<file path="src/rtl/dst_pkg.sv">
// Shared types, constants and helpers for the date set table.
// Used by dst_ctrl, dst_dp and date_set_table; depends on nothing.
`timescale 1ns / 1ps
`default_nettype none

package dst_pkg;

  localparam int CAPACITY_DEF = 512;

  localparam int OPCODE_W = 2;
  localparam int MONTH_W  = 4;
  localparam int DAY_W    = 5;
  localparam int INDEX_W  = 9;
  localparam int STATUS_W = 3;
  localparam int COUNT_W  = 10;
  localparam int ENTRY_W  = MONTH_W + DAY_W;

  localparam logic [MONTH_W-1:0] MONTH_MIN = 4'd1;
  localparam logic [MONTH_W-1:0] MONTH_MAX = 4'd12;

  localparam logic [OPCODE_W-1:0] OP_ADD    = 2'd0;
  localparam logic [OPCODE_W-1:0] OP_REMOVE = 2'd1;
  localparam logic [OPCODE_W-1:0] OP_READ   = 2'd2;

  localparam logic [STATUS_W-1:0] ST_OK        = 3'd0;
  localparam logic [STATUS_W-1:0] ST_DUP       = 3'd1;
  localparam logic [STATUS_W-1:0] ST_BAD_MONTH = 3'd2;
  localparam logic [STATUS_W-1:0] ST_BAD_DAY   = 3'd3;
  localparam logic [STATUS_W-1:0] ST_RANGE     = 3'd4;
  localparam logic [STATUS_W-1:0] ST_FULL      = 3'd5;

  typedef enum logic [2:0] {
    S_IDLE,
    S_DECODE,
    S_SCAN,
    S_READ,
    S_FINISH
  } dst_state_t;

  typedef struct packed {
    logic capture;   // input transfer, latch the item
    logic init;      // set up scan pointer and flags
    logic scan;      // walk the table
    logic read_idx;  // single read at the item's index
    logic finish;    // form result, commit table update
  } dst_cmd_t;

  typedef struct packed {
    logic [OPCODE_W-1:0] op;
    logic                range_bad;
    logic                scan_done;
    logic                out_free;
  } dst_sts_t;

  // Days in each month of a non-leap year; month values outside 1..12 give 31.
  function automatic logic [DAY_W-1:0] month_days(input logic [MONTH_W-1:0] m);
    logic [DAY_W-1:0] d;
    case (m)
      4'd2:                    d = 5'd28;
      4'd4, 4'd6, 4'd9, 4'd11: d = 5'd30;
      default:                 d = 5'd31;
    endcase
    return d;
  endfunction

endpackage

`default_nettype wire

</file>
<file path="src/rtl/dst_ctrl.sv">
// Controller for the date set table: sequences decode, table walk, read and result.
// Depends on dst_pkg for state, command and status types.
`timescale 1ns / 1ps
`default_nettype none

module dst_ctrl (
  input  wire logic              clk,
  input  wire logic              rst,
  input  wire logic              in_valid,
  output logic                   in_ready,
  input  wire dst_pkg::dst_sts_t sts,
  output dst_pkg::dst_cmd_t      cmd
);

  dst_pkg::dst_state_t state, state_next;

  always_ff @(posedge clk) begin
    if (rst) begin
      state <= dst_pkg::S_IDLE;
    end else begin
      state <= state_next;
    end
  end

  always_comb begin
    state_next = state;
    cmd        = '0;
    in_ready   = 1'b0;
    case (state)
      dst_pkg::S_IDLE: begin
        in_ready    = 1'b1;
        cmd.capture = in_valid;
        if (in_valid) begin
          state_next = dst_pkg::S_DECODE;
        end
      end
      dst_pkg::S_DECODE: begin
        cmd.init = 1'b1;
        case (sts.op)
          dst_pkg::OP_ADD:    state_next = dst_pkg::S_SCAN;
          dst_pkg::OP_REMOVE: state_next = sts.range_bad ? dst_pkg::S_FINISH
                                                         : dst_pkg::S_SCAN;
          dst_pkg::OP_READ:   state_next = sts.range_bad ? dst_pkg::S_FINISH
                                                         : dst_pkg::S_READ;
          default:            state_next = dst_pkg::S_FINISH;
        endcase
      end
      dst_pkg::S_SCAN: begin
        cmd.scan = 1'b1;
        if (sts.scan_done) begin
          state_next = dst_pkg::S_FINISH;
        end
      end
      dst_pkg::S_READ: begin
        cmd.read_idx = 1'b1;
        state_next   = dst_pkg::S_FINISH;
      end
      dst_pkg::S_FINISH: begin
        // wait here while the previous result is still unclaimed
        cmd.finish = 1'b1;
        if (sts.out_free) begin
          state_next = dst_pkg::S_IDLE;
        end
      end
      default: begin
        state_next = dst_pkg::S_IDLE;
      end
    endcase
  end

endmodule

`default_nettype wire

</file>
<file path="config.mk">
export PLATFORM = sky130hd
export DESIGN_NAME = dst_ctrl
export DESIGN_NICKNAME = d
export VERILOG_FILES = /design/src/rtl/dst_pkg.sv /design/src/rtl/dst_ctrl.sv
export SDC_FILE = /design/constraint.sdc
export NUM_CORES = 1
export LEC_CHECK = 0
export BUFFER_PORTS_ARGS = -buffer_cell sky130_fd_sc_hd__buf_2
export CAP_MARGIN = 20
export CORE_AREA = 10 10 47 49
export CTS_CLUSTER_DIAMETER = 150
export CTS_CLUSTER_SIZE = 20
export DETAILED_ROUTE_END_ITERATION = 10
export DIE_AREA = 0 0 57 59
export MAX_ROUTING_LAYER = met4
export PLACE_DENSITY = 0.39
export SYNTH_ARGS = -nofsm -noshare
export SYNTH_HDL_FRONTEND = slang
export SYNTH_SLANG_ARGS = --single-unit
</file>
<file path="constraint.sdc">
create_clock -name clk -period 1.5 [get_ports clk]
set_input_delay 0 -clock clk [delete_from_list [all_inputs] [get_ports clk]]
set_output_delay 0 -clock clk [all_outputs]
set_load 0.02 [all_outputs]
</file>
==> results of run 1 <==
per-layer routing:
| metal | up-vias | share of wire, % | global-route usage, % |
|---|---|---|---|
| met5 | - | 0 | - |
| met4 | 0 | 3.1 | 8.05 |
| met3 | 2 | 4.8 | 1.72 |
| met2 | 14 | 45 | 6.82 |
| met1 | 123 | 47 | 5.42 |
| li1 | 144 | - | - |
cell usage after synthesis, drive strengths merged:
master  n
nor2    2
nor3    3
and2    3
nand3   1
or4     1
nor2b   1
clkbuf  1
or3     2
o211ai  1
nand2b  1
a31oi   2
inv     1
mux2i   1
nor3b   1
o21ai   3
a21oi   1
dfxtp   3
nor4    1
buf     1
worst max-delay path, cell delays in order, from the launching register on:
cell and delay [ps]:
dfxtp_1 470, nor2b_1 230, and2_2 160, buf_2 160
final timing paths:
path / start / endpoint / slack [ps] / cells after the start
worst min-delay path: sts[4] / state[0]$_SDFFE_PP0P_ / 70 / 3
worst max register to register: state[2]$_SDFFE_PP0P_ / state[0]$_SDFFE_PP0P_ / 280 / 3
worst min register to register: state[2]$_SDFFE_PP0P_ / state[1]$_SDFFE_PP0P_ / 610 / 1
worst max-delay path: state[1]$_SDFFE_PP0P_ / cmd[2] / 240 / 3
layout make-up:
cell class	instances	area, µm²	share of cell area, %
repair buffers	15	82.6	24.4
multi-input cells	24	146	43.2
well taps	16	20.0	5.90
flip-flops and latches	3	60.1	17.7
clock buffers	4	26.3	7.75
inverters	1	3.75	1.11
power by group:
group | internal (mW) | switching, mW
Combinational | 0.0482 | 0.0626
Clock | 0.100 | 0.0472
Sequential | 0.0882 | 0.0116
logic make-up after synthesis:
kind of cell           Yosys count
AND/OR/NAND/NOR                 16
AO/OA/AOI/OAI                    7
flip-flops                       3
buffers and inverters            3
multiplexers                     1
placed cells by master (no fill, tap or decap), types with 2 or more instances in the layout:
master and instances:
dfxtp_1 3, buf_2 13, o21ai_0 3, and2_2 2, nor3_1 3, nor2_1 2
clkbuf_4 3, a31oi_1 2
==> results_dict.tcl, run 1 <==
set metrics [dict create \
    status "completed" \
    crit_path_max_fanout 10 \
    clock_path_buffers 2 \
    rsz0062_at_grt "no" \
    drc 0 \
    vias 283 \
    fin_util_pct 24.2 \
    worst_pin_slew_ps 277 \
    die-area_mm2 0.00336 \
    worst_skew_pair.late_latency_ps 240 \
    cts.clk_slew.worst_paths_ps 40 \
    fin_hold_ws_ps 66.6 \
    skew_ps 5.48 \
    hold_violations 0 \
    grt.total_usage_pct 5.41 \
    postLayoutSetupSlackWorst_ps 237 \
    postLayoutCellArea_um2 339 \
    p_leak_nw 0.151 \
    synthMuxAreaShare_pct 4.52 \
    grt_max_degree 11 \
    finalCriticalPeriod_ps 1260 \
    core_area_mm2 0.00140 \
    maxSlewViolCount 0 \
    synth_top_area_share_pct 27.1 \
    place_ws_ps 276 \
    yosysWarnings 0 \
    grt-ovfl-total 0 \
    start_util_pct 15.8 \
    cts_root_buffer "clkbuf_4" \
    placed_cell_area_um2 303 \
    post-cts-setup-buffers 0 \
    drive_gt1_share_pct 44.7 \
    layout.filler_cells 166 \
    grt_first_pass_wirelength_mm 1.32 \
    power_uw 358 \
    yosys.area_share.simple_pct 43.5 \
    synth_top_family_by_area "simple AND/OR/NAND/NOR gates" \
    place_inst 58 \
    synthXorXnorAreaFrac_pct 0 \
    io_buffers 13 \
    drtIter0Drc 4 \
    yosys.area_share.adder_pct 0 \
    gp_congestion 0.731 \
    p_per_area_mw_per_mm2 1060 \
    ys_types 21 \
    synth.area.top_cells "dfxtp_1 (27%), nor3_1 (6.8%), o21ai_0 (6.8%)" \
    cts_made_buffers 3 \
    worst-setup-path-type "reg -> out" \
    setup_viol 0 \
    firstDrtPassIters 2 \
    cts_tree "yes" \
    syn_inst 30 \
    ctsHoldBuffers 1 \
    max_slew_margin_pct 81.5 \
    fin_crit_sh_pct 84.2 \
    yosys.area.top_type "dfxtp_1" \
    synth-seq-cells 3 \
    cts_max_level 1 \
    antenna_cells 0 \
    largest-register "state" \
    top_regs "state: 3 flops" \
    num_rows 14 \
    pin_count 14 \
    critPathRequiredTime_ps 1500 \
    worst_setup_path_end_kind "output pin" \
    antenna_found_initial 0 \
    post_cts.resized_instances 0 \
    min_path_type "in -> reg" \
    drv_cap 0 \
    ant_nets 0 \
    hpwl_um 553 \
    critical_path_arrival_ps 1260 \
    cp-start-kind "flop" \
    nets 56 \
    synth_compound_area_share_pct 18.1 \
    grt_pass1_vias 325 \
    drt-total-wl_um 743 \
    largest_reg_flops 3 \
    syn-num-nets 38 \
    avgRoutedWirePerCell_um 11.8 \
    syn_area_um2 221 \
    die_w_um 57 \
    fin_cells 63 \
    clkSinkCount 3 \
    areaGrowthSynthToFinish_pct 53.1 \
    max_freq_ghz 0.792 \
    syn_area_per_cell_um2 7.38 \
    final.setup.tns_ps 0 \
    ir_drop_mv 0.238 \
    avgViaCountPerCell 4.49 \
    die_y_um 59 \
    ys_seq_area_share_pct 27.1 \
]
No activity file was read; power rests on OpenSTA's default activity.
==> run 2: changes to the inputs <==
- PLACE_DENSITY: 0.39 -> 0.41
- clock period: 1.5 -> 1.1 ns (I/O delays scaled with it)
==> run 2 against run 1 <==
Against the previous run:
- clock power is 47% higher
- first-iteration DRC count is 50% higher
- via count grew 14%
- sequential share of layout area down 4.1 points
- the run now ends with setup timing left
- setup slack worse by 310 ps
- cell count increased by 13%
- utilization is 12 points higher
- total power is 78% higher
==> results_dict.tcl, run 2 (synthesized netlist as in run 1, its figures left out) <==
set metrics [dict create \
    hold_violations 0 \
    grt_max_degree 7 \
    finalCriticalPeriod_ps 1170 \
    ir_drop_mv 0.490 \
    min-delay-start "sts[4]" \
    drc 0 \
    die_y_um 59 \
    largest-register "state" \
    areaGrowthSynthToFinish_pct 128 \
    p_leak_nw 0.213 \
    min_path_type "in -> reg" \
    cp-start-kind "flop" \
    postLayoutSetupSlackWorst_ps -73.1 \
    critPathRequiredTime_ps 1100 \
    drt-total-wl_um 921 \
    skew_ps 1.20 \
    grt-ovfl-total 0 \
    grt.total_usage_pct 6.16 \
    grt_pass1_vias 351 \
    worst-setup-path-type "reg -> out" \
    avgViaCountPerCell 4.54 \
    status "finished, violations left" \
    maxSlewViolCount 0 \
    top_layer "met4" \
    die-area_mm2 0.00336 \
    min_to "state[0]$_SDFFE_PP0P_" \
    start_util_pct 15.8 \
    crit_path_max_fanout 3 \
    critical_path_arrival_ps 1170 \
    gp_congestion 0.736 \
    grt_first_pass_wirelength_mm 1.52 \
    clkSinkCount 3 \
    num_rows 14 \
    firstDrtPassIters 3 \
    cts_tree "yes" \
    m1WireLength_um 335 \
    worst_skew_pair.late_latency_ps 250 \
    r2r_start "state[0]$_SDFFE_PP0P_" \
    max_freq_ghz 0.852 \
    pin_count 14 \
    worst_pin_slew_ps 206 \
    nets 64 \
    r2r-end "state[2]$_SDFFE_PP0P_" \
    cts_max_level 1 \
    avgRoutedWirePerCell_um 13.0 \
    worst_hold_path.num_cells 3 \
    fin_hold_ws_ps 53.1 \
    clock_path_buffers 2 \
    final_cell_mix "buf_2 (8), buf_6 (8), buf_4 (6)" \
    drv_cap 0 \
    wl_met3_um 28 \
    setup_viol 5 \
    fin_crit_sh_pct 107 \
    max_slew_margin_pct 86.1 \
    hpwl_um 603 \
    antenna_found_initial 0 \
    io_buffers 13 \
    antenna_cells 0 \
    reg2reg_depth 3 \
    cts.clk_slew.worst_paths_ps 40 \
    drive_gt1_share_pct 69.1 \
    p_per_area_mw_per_mm2 1260 \
    cts_made_buffers 3 \
    r2r_slack_ps -50 \
    vias 322 \
    worst_setup_path_end_kind "output pin" \
    place_ws_ps -23.6 \
    largest_reg_flops 3 \
    die_w_um 57 \
    violations "setup timing" \
    layout.filler_cells 149 \
    top_regs "state: 3 flops" \
    cts_root_buffer "clkbuf_4" \
    rsz0062_at_grt "yes" \
    routed-wl-met2_um 518 \
    ant_nets 0 \
    core_area_mm2 0.00140 \
    drtIter0Drc 6 \
]
[run 2: final cells by class]
cell class / count / area (µm²) / share of cell area (%)
Timing Repair Buffer: 23 / 185 / 36.7
Inverter: 1 / 3.75 / 0.744
Tap cell: 16 / 20.0 / 3.97
Multi-Input combinational cell: 24 / 200 / 39.7
Sequential cell: 3 / 68.8 / 13.6
Clock buffer: 4 / 26.3 / 5.21
[run 2: worst max path at each step]
stage                                startpoint                     to  slack (ps)  cells after the start
final                     state[1]$_SDFFE_PP0P_                 cmd[4]         -70                      4
after CTS                 state[1]$_SDFFE_PP0P_                 cmd[4]         -50                      4
after global routing      state[0]$_SDFFE_PP0P_  state[2]$_SDFFE_PP0P_        -120                      3
after global placement    state[0]$_SDFFE_PP0P_  state[2]$_SDFFE_PP0P_          -1                      3
after detailed placement  state[0]$_SDFFE_PP0P_  state[2]$_SDFFE_PP0P_         -20                      3
after floorplan           state[2]$_SDFFE_PP0P_  state[2]$_SDFFE_PP0P_         -30                      3
[run 2: worst max-delay path, cell delays in order (launching register included)]
cell	delay, ps
dfxtp_4	350
buf_6	130
nor3_4	170
and2_4	160
buf_6	110
[run 2: stage by stage]
| step | setup TNS, ps | util (%) | instance area (µm²) | power [mW] | cells |
|---|---|---|---|---|---|
| after global routing | -511 | 36.0 | 504 | 0.679 | 71 |
| after global placement | -1.29 | 25.4 | 357 | 0.327 | 62 |
| after floorplan | -32.0 | - | 259 | 0.256 | 30 |
| after CTS | -187 | 33.8 | 473 | 0.608 | 71 |
| after detailed placement | -23.6 | 25.4 | 357 | 0.323 | 62 |
| final | -221 | 36.0 | 504 | 0.637 | 71 |
[run 2: power breakdown]
part	internal, mW	switching (mW)
sequential	0.122	0.0151
combinational	0.157	0.127
clock	0.137	0.0786
[run 2: routing by layer]
layer | global-route usage [%] | vias up
li1 | - | 163
met2 | 9.61 | 10
met3 | 2.36 | 5
met1 | 5.31 | 144
met5 | - | -
met4 | 7.05 | 0
[run 2: what timing repair did]
action | 4_1_cts | 5_1_grt
pin swaps | 3 | 3
setup endpoints to repair | 7 | 9
buffers inserted | 4 | 0
endpoints found under the hold margin | 2 | 0
gates cloned | 0 | 0
gates resized for setup | 16 | 9
hold buffers | 1 | 0
==> run 3: changes to the inputs <==
- PLACE_DENSITY: 0.41 -> default
- PLACE_DENSITY_LB_ADDON: default -> 0.3
==> run 3 against run 2 <==
Against the previous run:
- global-route usage fell by 0.65 points
- hold slack improved by 14 ps
- the run still ends with setup timing left
- largest cell class is now non-clock buffers
- highest routed layer unchanged
- setup slack improved by 37 ps
==> results_dict.tcl, run 3 (synthesized netlist as in run 1, its figures left out) <==
set metrics [dict create \
    min-delay-start "sts[0]" \
    crit_path_frequent_cell "buf_6" \
    maxSlewViolCount 0 \
    die_w_um 57 \
    postLayoutSetupSlackWorst_ps -36.2 \
    cts_max_level 1 \
    grt-ovfl-total 0 \
    gp_congestion 0.716 \
    placed_cell_area_um2 372 \
    avgRoutedWirePerCell_um 11.8 \
    crit_path_max_fanout 7 \
    antenna_cells 0 \
    cp-start-kind "flop" \
    drtIter0Drc 3 \
    max_slew_margin_pct 85.1 \
    pwr-share-comb_pct 44.8 \
    power_uw 620 \
    layout.filler_cells 147 \
    grt_max_degree 8 \
    worst-setup-path-type "reg -> out" \
    drt-total-wl_um 859 \
    multiInputGateArea_um2 194 \
    critPathRequiredTime_ps 1100 \
    firstDrtPassIters 4 \
    start_util_pct 15.8 \
    num_rows 14 \
    power_switching_uw 203 \
    drive_gt1_share_pct 70.2 \
    slowest_delay_ps 360 \
    cts_tree "yes" \
    ir_drop_mv 0.425 \
    power.internal_uw 417 \
    crit_slowest_cell "dfxtp_4" \
    ant_nets 0 \
    grt.total_usage_pct 5.51 \
    worst_pin_slew_ps 221 \
    worstPathCellList "buf_6, nor3_4, and2_4, buf_6" \
    io_buffers 13 \
    final.setup.tns_ps -62.3 \
    startpoint "state[2]$_SDFFE_PP0P_" \
    vias 327 \
    skew_ps 6.00 \
    largest-register "state" \
    final_cell_mix "buf_6 (10), buf_2 (9), buf_4 (5)" \
    r2r-end "state[2]$_SDFFE_PP0P_" \
    hold_violations 0 \
    status "finished, violations left" \
    place_ws_ps -35.6 \
    avgViaCountPerCell 4.48 \
    core_area_mm2 0.00140 \
    p_clk_share_pct 32.3 \
    reg2reg_depth 3 \
    antenna_found_initial 0 \
    drc 0 \
    areaGrowthSynthToFinish_pct 135 \
    violations "setup timing" \
    cts.clk_slew.worst_paths_ps 30 \
    grt_first_pass_wirelength_mm 1.35 \
    p_per_area_mw_per_mm2 1190 \
    r2r_slack_ps -30 \
    grt_pass1_vias 315 \
    setup_viol 2 \
    die_y_um 59 \
    max_freq_ghz 0.880 \
    r2r_start "state[0]$_SDFFE_PP0P_" \
    top_regs "state: 3 flops" \
    pin_count 14 \
    worst_setup_path_end_kind "output pin" \
    worst_skew_pair.late_latency_ps 240 \
    drv_cap 0 \
    nets 66 \
    worstSetupEndpoint "cmd[4]" \
    p_leak_nw 0.229 \
    final_common_cell "buf_6" \
    die-area_mm2 0.00336 \
    hpwl_um 611 \
    largest_reg_flops 3 \
    postLayoutCellArea_um2 520 \
    switching_share_pct 32.8 \
    cts_root_buffer "clkbuf_4" \
    fin_crit_sh_pct 103 \
    rsz0062_at_grt "yes" \
    min_path_type "in -> reg" \
    clock_path_buffers 2 \
    clkSinkCount 3 \
    cts_made_buffers 3 \
    seq_power_share_pct 22.9 \
    seq_area_um2 71.3 \
    critical_path_arrival_ps 1140 \
    finalCriticalPeriod_ps 1140 \
]
## run 3: power by group through the flow
stage	clock network (mW)	registers (mW)	logic [mW]
CTS	0.209	0.141	0.237
floorplan	0	0.136	0.119
finish	0.200	0.142	0.277
global route	0.219	0.144	0.296
detailed placement	0	0.140	0.195
global placement	0	0.139	0.196
## run 3: routing by layer
| layer | up-vias | track usage (%) | wire length, µm |
|---|---|---|---|
| li1 | 163 | - | - |
| met1 | 150 | 5.34 | 337 |
| met2 | 10 | 7.13 | 429 |
| met3 | 4 | 1.93 | 42 |
| met4 | 0 | 8.05 | 50 |
| met5 | - | - | 0 |
## run 3: worst min-delay path by stage
stage	to	slack [ps]	cells past startpoint
global placement	state[2]$_SDFFE_PP0P_	190	2
detailed placement	state[2]$_SDFFE_PP0P_	200	2
floorplan	state[2]$_SDFFE_PP0P_	70	1
global route	state[2]$_SDFFE_PP0P_	70	3
finish	state[2]$_SDFFE_PP0P_	70	3
CTS	state[0]$_SDFFE_PP0P_	50	3
## run 3: layout make-up
cell class / count / area share [%]
multi-input cells: 24 / 37.3
flip-flops and latches: 3 / 13.7
inverters: 1 / 0.721
well taps: 16 / 3.85
repair buffers: 25 / 39.4
clock buffers: 4 / 5.05
## run 3: per-stage QoR
step,cells,utilization (%),hold slack [ps]
after floorplan,30,-,69.4
after global placement,64,26.5,193
after detailed placement,64,26.5,198
after CTS,70,32.8,53.9
after global routing,73,37.1,68.8
final,73,37.1,66.8
## run 3: critical path: cells and delay by family, from the launching register on
| kind | cells | cell delay, ps |
|---|---|---|
| buf+inv | 2 | 230 |
| flops | 1 | 360 |
| simple gates | 2 | 310 |
## run 3: what timing repair did
action,CTS,global route
endpoints found under the setup margin,7,8
hold buffers,1,0
endpoints found under the hold margin,2,0
buffers inserted,1,3
gates resized for setup,14,14
pin swaps,3,8
